$ cat src/hw/rtl/nearest_label_address_table_assert.svh
// Assertion macros for the table's RTL; only nlat_engine.sv includes them.
// Each macro expects clk_i and rst_ni in the scope where it is used.
`ifndef NEAREST_LABEL_ADDRESS_TABLE_ASSERT_SVH
`define NEAREST_LABEL_ADDRESS_TABLE_ASSERT_SVH

`ifndef SYNTHESIS

// Checks a property on every rising clock edge outside reset.
`define NLAT_ASSERT(name, prop, msg) \
  name: assert property (@(posedge clk_i) disable iff (!rst_ni) prop) else $error(msg);

// Checks that a condition never holds on a rising clock edge outside reset.
`define NLAT_ASSERT_NEVER(name, cond, msg) \
  name: assert property (@(posedge clk_i) disable iff (!rst_ni) !(cond)) else $error(msg);

`else

`define NLAT_ASSERT(name, prop, msg)
`define NLAT_ASSERT_NEVER(name, cond, msg)

`endif

`endif

$ cat src/hw/rtl/nlat_pkg.sv
package nlat_pkg;

  // Request modes.
  localparam logic [1:0] ModeClear  = 2'd0;
  localparam logic [1:0] ModeInsert = 2'd1;
  localparam logic [1:0] ModeLookup = 2'd2;

  // One table entry as held in the memory.
  typedef struct packed {
    logic [15:0] label;
    logic [15:0] addr;
  } entry_t;

  // One result, laid out so that found sits in the lowest bit.
  typedef struct packed {
    logic        table_full;
    logic [15:0] found_label;
    logic [15:0] offset;
    logic        found;
  } res_t;

endpackage

$ cat src/hw/rtl/nlat_engine.sv
module nlat_engine #(
  parameter int unsigned CAPACITY = 1024,
  localparam int unsigned IW = $clog2(CAPACITY),
  localparam int unsigned CW = $clog2(CAPACITY + 1)
) (
  input  logic             clk_i,
  input  logic             rst_ni,
  input  logic             req_valid_i,
  output logic             req_ready_o,
  input  logic [1:0]       mode_i,
  input  logic [15:0]      key_i,
  input  logic [15:0]      label_i,
  output logic             res_valid_o,
  input  logic             res_ready_i,
  output nlat_pkg::res_t   res_o,
  output logic             ram_we_o,
  output logic [IW-1:0]    ram_waddr_o,
  output nlat_pkg::entry_t ram_wdata_o,
  output logic             ram_re_o,
  output logic [IW-1:0]    ram_raddr_o,
  input  nlat_pkg::entry_t ram_rdata_i
);
  import nlat_pkg::*;

  `include "nearest_label_address_table_assert.svh"

  typedef enum logic [5:0] {
    StIdle   = 6'b000001,
    StSearch = 6'b000010,
    StFinish = 6'b000100,
    StShift  = 6'b001000,
    StPut    = 6'b010000,
    StDone   = 6'b100000
  } state_e;

  state_e        state_q, state_d;
  logic [CW-1:0] count_q, count_d;
  logic [1:0]    mode_q, mode_d;
  logic [15:0]   key_q, key_d;
  logic [15:0]   label_q, label_d;
  logic [CW-1:0] lo_q, lo_d;
  logic [CW-1:0] hi_q, hi_d;
  logic [IW-1:0] mid_q, mid_d;
  logic [IW-1:0] wr_idx_q, wr_idx_d;
  entry_t        best_q, best_d;
  logic          best_vld_q, best_vld_d;
  res_t          res_q, res_d;

  logic          accept;
  logic          cmp_le;
  logic [CW-1:0] lo_n, hi_n, mid_n, mid0, cnt_m1;
  logic [IW-1:0] wr_m1, wr_m2;
  logic          present;

  assign req_ready_o = (state_q == StIdle);
  assign accept      = req_valid_i && req_ready_o;
  assign res_valid_o = (state_q == StDone);
  assign res_o       = res_q;

  // The probed entry lies at or below the key: the answer is there or to its right.
  assign cmp_le  = (ram_rdata_i.addr <= key_q);
  assign lo_n    = cmp_le ? (CW'(mid_q) + CW'(1)) : lo_q;
  assign hi_n    = cmp_le ? hi_q : CW'(mid_q);
  assign mid_n   = lo_n + ((hi_n - lo_n) >> 1);
  assign mid0    = count_q >> 1;
  assign cnt_m1  = count_q - CW'(1);
  assign wr_m1   = wr_idx_q - IW'(1);
  assign wr_m2   = wr_idx_q - IW'(2);
  assign present = best_vld_q && (best_q.addr == key_q);

  always_comb begin
    state_d     = state_q;
    count_d     = count_q;
    mode_d      = mode_q;
    key_d       = key_q;
    label_d     = label_q;
    lo_d        = lo_q;
    hi_d        = hi_q;
    mid_d       = mid_q;
    wr_idx_d    = wr_idx_q;
    best_d      = best_q;
    best_vld_d  = best_vld_q;
    res_d       = res_q;
    ram_we_o    = 1'b0;
    ram_waddr_o = '0;
    ram_wdata_o = '0;
    ram_re_o    = 1'b0;
    ram_raddr_o = '0;

    case (state_q)
      StIdle: begin
        if (accept) begin
          mode_d     = mode_i;
          key_d      = key_i;
          label_d    = label_i;
          lo_d       = '0;
          hi_d       = count_q;
          best_vld_d = 1'b0;
          res_d      = '0;
          case (mode_i)
            ModeClear: begin
              count_d = '0;
              state_d = StDone;
            end
            ModeInsert, ModeLookup: begin
              if (count_q != '0) begin
                ram_re_o    = 1'b1;
                ram_raddr_o = mid0[IW-1:0];
                mid_d       = mid0[IW-1:0];
                state_d     = StSearch;
              end else begin
                state_d = StFinish;
              end
            end
            default: begin
              state_d = StDone;
            end
          endcase
        end
      end

      StSearch: begin
        lo_d = lo_n;
        hi_d = hi_n;
        if (cmp_le) begin
          best_d     = ram_rdata_i;
          best_vld_d = 1'b1;
        end
        if (lo_n < hi_n) begin
          ram_re_o    = 1'b1;
          ram_raddr_o = mid_n[IW-1:0];
          mid_d       = mid_n[IW-1:0];
        end else begin
          state_d = StFinish;
        end
      end

      StFinish: begin
        if (mode_q == ModeLookup) begin
          if (best_vld_q) begin
            res_d.found       = 1'b1;
            res_d.offset      = key_q - best_q.addr;
            res_d.found_label = best_q.label;
          end else begin
            res_d.offset = key_q;
          end
          state_d = StDone;
        end else if (present) begin
          state_d = StDone;
        end else if (count_q >= CW'(CAPACITY)) begin
          res_d.table_full = 1'b1;
          state_d          = StDone;
        end else if (lo_q == count_q) begin
          state_d = StPut;
        end else begin
          ram_re_o    = 1'b1;
          ram_raddr_o = cnt_m1[IW-1:0];
          wr_idx_d    = count_q[IW-1:0];
          state_d     = StShift;
        end
      end

      StShift: begin
        // Entry wr_idx-1 has arrived; move it up one place and fetch the next one down.
        ram_we_o    = 1'b1;
        ram_waddr_o = wr_idx_q;
        ram_wdata_o = ram_rdata_i;
        if (wr_m1 == lo_q[IW-1:0]) begin
          state_d = StPut;
        end else begin
          ram_re_o    = 1'b1;
          ram_raddr_o = wr_m2;
          wr_idx_d    = wr_m1;
        end
      end

      StPut: begin
        ram_we_o    = 1'b1;
        ram_waddr_o = lo_q[IW-1:0];
        ram_wdata_o = '{label: label_q, addr: key_q};
        count_d     = count_q + CW'(1);
        state_d     = StDone;
      end

      StDone: begin
        if (res_ready_i) begin
          state_d = StIdle;
        end
      end

      default: begin
        state_d = StIdle;
      end
    endcase
  end

  always_ff @(posedge clk_i or negedge rst_ni) begin
    if (!rst_ni) begin
      state_q <= StIdle;
      count_q <= '0;
    end else begin
      state_q <= state_d;
      count_q <= count_d;
    end
  end

  always_ff @(posedge clk_i) begin
    mode_q     <= mode_d;
    key_q      <= key_d;
    label_q    <= label_d;
    lo_q       <= lo_d;
    hi_q       <= hi_d;
    mid_q      <= mid_d;
    wr_idx_q   <= wr_idx_d;
    best_q     <= best_d;
    best_vld_q <= best_vld_d;
    res_q      <= res_d;
  end

  `NLAT_ASSERT_NEVER(a_rw_clash, ram_re_o && ram_we_o && (ram_raddr_o == ram_waddr_o), "read and write hit one entry")
  `NLAT_ASSERT(a_count_bound, count_q <= CW'(CAPACITY), "entry count above capacity")
  `NLAT_ASSERT(a_shift_above_pos, (state_q == StShift) |-> (CW'(wr_idx_q) > lo_q), "shift below insert position")
  `NLAT_ASSERT(a_accept_busy, accept |=> (state_q != StIdle), "accepted request did not start")

endmodule

$ cat config.mk
export PLATFORM = sky130hd
export DESIGN_NAME = nlat_engine
export DESIGN_NICKNAME = d
export VERILOG_FILES = /design/src/hw/rtl/nlat_pkg.sv /design/src/hw/rtl/nlat_engine.sv
export VERILOG_INCLUDE_DIRS = /design/src /design/src/hw/rtl
export SDC_FILE = /design/constraint.sdc
export NUM_CORES = 1
export LEC_CHECK = 0
export BUFFER_PORTS_ARGS = -buffer_cell sky130_fd_sc_hd__buf_2
export CAP_MARGIN = 20
export CELL_PAD_IN_SITES_DETAIL_PLACEMENT = 0
export CELL_PAD_IN_SITES_GLOBAL_PLACEMENT = 1
export CORE_MARGIN = 2
export CORE_UTILIZATION = 46
export CTS_BUF_LIST = sky130_fd_sc_hd__clkbuf_8
export CTS_CLUSTER_SIZE = 8
export DETAILED_ROUTE_END_ITERATION = 16
export GPL_TIMING_DRIVEN = 1
export PLACE_DENSITY = 0.81
export SYNTH_ARGS = -nofsm -noshare
export SYNTH_HDL_FRONTEND = slang
export SYNTH_SLANG_ARGS = --single-unit
$ cat constraint.sdc
create_clock -name clk_i -period 8.8 [get_ports clk_i]
set_input_delay 0.88 -clock clk_i [delete_from_list [all_inputs] [get_ports clk_i]]
set_output_delay 0.88 -clock clk_i [all_outputs]
set_load 0.01 [all_outputs]
==> flow_metrics.env <==
export IMPL_final_cell_mix="159 x buf_2, 143 x edfxtp_1, 125 x nand2_1, 80 x nor2_1, 70 x inv_1"
export IMPL_rrSetupSlack_ns=2.30
export IMPL_crit_reg2reg_launch="key_q[15]"
export IMPL_viasPerCell=5.65
export IMPL_p_clk_share_pct=13.4
export IMPL_nFillCells=2015
export IMPL_combPwrFrac_pct=56.7
export IMPL_critical_path_class="register to output pin"
export IMPL_core_area_sq_um=21800
export IMPL_cts_setup_buffers=0
export IMPL_syn_area_sq_um=10200
export IMPL_syn2layout_area_growth_pct=14.4
export IMPL_syn_avg_cell_area_sq_um=9.89
export IMPL_antenna_found_initial=2
export IMPL_maxCapViolations=0
export IMPL_vias=8254
export IMPL_die_area_sq_um=23300
export IMPL_initial_core_util_pct=46.8
export IMPL_worstSetupEndpointType="output pin"
export IMPL_clock_sinks=160
export IMPL_fin_crit_sh_pct=89.1
export IMPL_leakage_nw=5.04
export IMPL_drc=0
export IMPL_grt_pass1_vias=7934
export IMPL_crit_slowest_cell="edfxtp_1"
export IMPL_layout_nets=1293
export IMPL_place_gp_congestion=0.872
export IMPL_crit_path_end="ram_raddr_o[9]"
export IMPL_yosysUniqueCellTypes=70
export IMPL_critPathArrivalTime_ns=6.96
export IMPL_status="finished clean"
export IMPL_p_switching_mw=1.94
export IMPL_drt_iter0_markers=602
export IMPL_ctsHoldBuffers=0
export IMPL_placed_area_sq_um=11200
export IMPL_synth_flop_cell="edfxtp_1"
export IMPL_synth_nets=1156
export IMPL_slowest_delay_ns=0.50
export IMPL_clk_pin_slew_worst_paths_ns=0.11
export IMPL_max_slew_margin_pct=34.5
export IMPL_p_per_area_nw_per_um2=359
export IMPL_synth_edf_count=143
export IMPL_setup_tns_ns=0
export IMPL_cts_repair_resized=0
export IMPL_worst_path_most_repeated_cell="ha_1"
export IMPL_async_flop_share_pct=10.6
export IMPL_fin_skew_ns=0.0268
export IMPL_fmax_ghz=0.128
export IMPL_grt_pass1_wl_microns=43900
export IMPL_synth_top_cell_area_share_pct=42.2
export IMPL_startpoint_type="register"
export IMPL_num_rows=54
export IMPL_fin_crit_ns=7.84
export IMPL_synth_seq_area_share_pct=46.4
export IMPL_firstDrtPassIters=7
export IMPL_io_pins=160
export IMPL_cp_required_ns=7.92
export IMPL_clk_latency_ns=0.48
export IMPL_synth_top_cell_by_area="edfxtp_1"
export IMPL_stdcell_area_sq_um=11600
export IMPL_drive_above_1_share_pct=19.6
export IMPL_cp_max_fo=18
export IMPL_drtAntennaViolNets=0
export IMPL_die_h_microns=153
export IMPL_wirelength_microns=27800
export IMPL_drv_slew=0
export IMPL_die_w_microns=153
export IMPL_hold_class="input port to asynchronous set/reset pin"
export IMPL_synth_seq_cells=160
export IMPL_fin_util_pct=53.5
export IMPL_synthCells=1029
export IMPL_intPower_mw=2.24
export IMPL_worstSetupStartpoint="key_q[15]"
export IMPL_total_power_mw=4.18
export IMPL_grt_max_degree=61
export IMPL_synthTopCellsByArea="edfxtp_1 42%, ha_1 6.6%, nand2_1 4.6%"
export IMPL_rsz0062_at_grt="no"
export IMPL_gr_usage_all_layers_pct=23.9
export IMPL_sequentialPowerShare_pct=29.9
export IMPL_cts_tree="done"
export IMPL_cts_root_buf="clkbuf_8"
export IMPL_yosys_warnings=0
export IMPL_r2r_end="mid_q[9]"
export IMPL_numCtsBuffers=17
export IMPL_final_common_cell="buf_2"
export IMPL_hold_viol=0
export IMPL_rr_worst_depth=26
export IMPL_peakVddDrop_mv=0.322
export IMPL_p_sw_share_pct=46.5
export IMPL_port_buffers=159
export IMPL_overflow=0
export IMPL_dpl_hpwl_microns=20900
export IMPL_finalSetupViolCount=0
export IMPL_cts_path_max_buffers=2
export IMPL_h_tree_depth=4
export IMPL_wl_per_cell_microns=19.1
export IMPL_worst_pin_slew_ns=0.980
[cell type report]
cell class / count / area [sq um] / area share (%)
multi-input combinational: 748 / 5010 / 43.0
timing repair buffer: 168 / 871 / 7.48
inverter: 71 / 267 / 2.29
sequential: 160 / 4720 / 40.6
clock inverter: 15 / 183 / 1.57
tap: 280 / 350 / 3.01
clock buffer: 17 / 234 / 2.01
antenna: 2 / 5.00 / 0.0430
[kinds of logic after synthesis]
logic type | count (synthesis) | share of synthesized area, %
XOR/XNOR | 80 | 6.89
AND/OR/NAND/NOR | 374 | 17.9
adder cells (fa/ha/maj) | 59 | 7.43
buffers and inverters | 121 | 4.56
AO/OA/AOI/OAI | 218 | 15.1
multiplexers | 17 | 1.72
flip-flops | 160 | 46.4
[stage by stage]
step	hold slack, ns	cells	setup slack, ns
3_5_place_dp	0.505	1426	0.962
5_1_grt	0.302	1461	0.337
2_1_floorplan	0.497	1029	1.82
4_1_cts	0.300	1458	0.924
6_report	0.302	1461	0.959
3_3_place_gp	0.500	1426	1.06
[routing by layer]
metal / vias to the layer above / global-route usage, % / part of all wire (%)
met5: - / 0 / 0
met4: 0 / 7.58 / 2.1
met3: 38 / 4.01 / 6.2
met2: 312 / 37.9 / 46
met1: 3926 / 33.6 / 46
li1: 3978 / - / -
[worst max-delay path: cells and delay by family, from the launching register on]
kind	cells	cell delay [ns]
AO/OA/AOI/OAI	10	2.63
adder cells (fa/ha/maj)	4	1.23
AND/OR/NAND/NOR	7	1.22
buffers and inverters	4	0.56
flip-flops	1	0.50
XOR/XNOR	2	0.36
[synthesized netlist by cell type (all sizes together), types with 4 or more instances]
cell / count
edfxtp: 143
nand2: 125
nor2: 82
inv: 70
a21oi: 65
ha: 54
xnor2: 47
a22o: 43
clkbuf: 40
o21ai: 35
xor2: 33
and2: 28
nor3: 26
nand3: 21
dfrtp: 16
nand4: 16
mux2i: 13
nor2b: 13
or3: 12
and3: 11
a21o: 10
buf: 10
nor4: 9
o211ai: 9
o221ai: 9
or2: 8
a21boi: 7
a31oi: 7
nand3b: 5
nor3b: 5
mux2: 4
nand2b: 4
o311ai: 4
o31ai: 4
or4: 4
[flip-flops by register name, summed over array words and instances (netlist names)]
| signal | count |
|---|---|
| count_q | 11 |
| mode_q | 2 |
| state_q | 6 |
| best_q | 32 |
| res_o | 34 |
| wr_idx_q | 10 |
| label_q | 16 |
| key_q | 16 |
| mid_q | 10 |
| lo_q | 11 |
| hi_q | 11 |
| best_vld_q | 1 |
[power by group through the flow]
stage | clock network, mW | logic, mW | registers [mW]
6_report | 0.559 | 2.37 | 1.25
5_1_grt | 0.599 | 2.64 | 1.28
4_1_cts | 0.567 | 2.36 | 1.25
3_5_place_dp | 0 | 2.35 | 1.27
3_3_place_gp | 0 | 2.34 | 1.26
2_1_floorplan | 0 | 1.77 | 1.21
[worst min-delay path by stage]
stage	startpoint	depth (start not counted)	endpoint
3_3_place_gp	best_q[30]	1	res_o[31]
2_1_floorplan	best_q[16]	1	res_o[17]
5_1_grt	rst_ni	1	count_q[7]
4_1_cts	rst_ni	1	count_q[7]
3_5_place_dp	best_q[27]	1	res_o[28]
6_report	rst_ni	1	count_q[7]
Power figures use the tool's default switching activity.
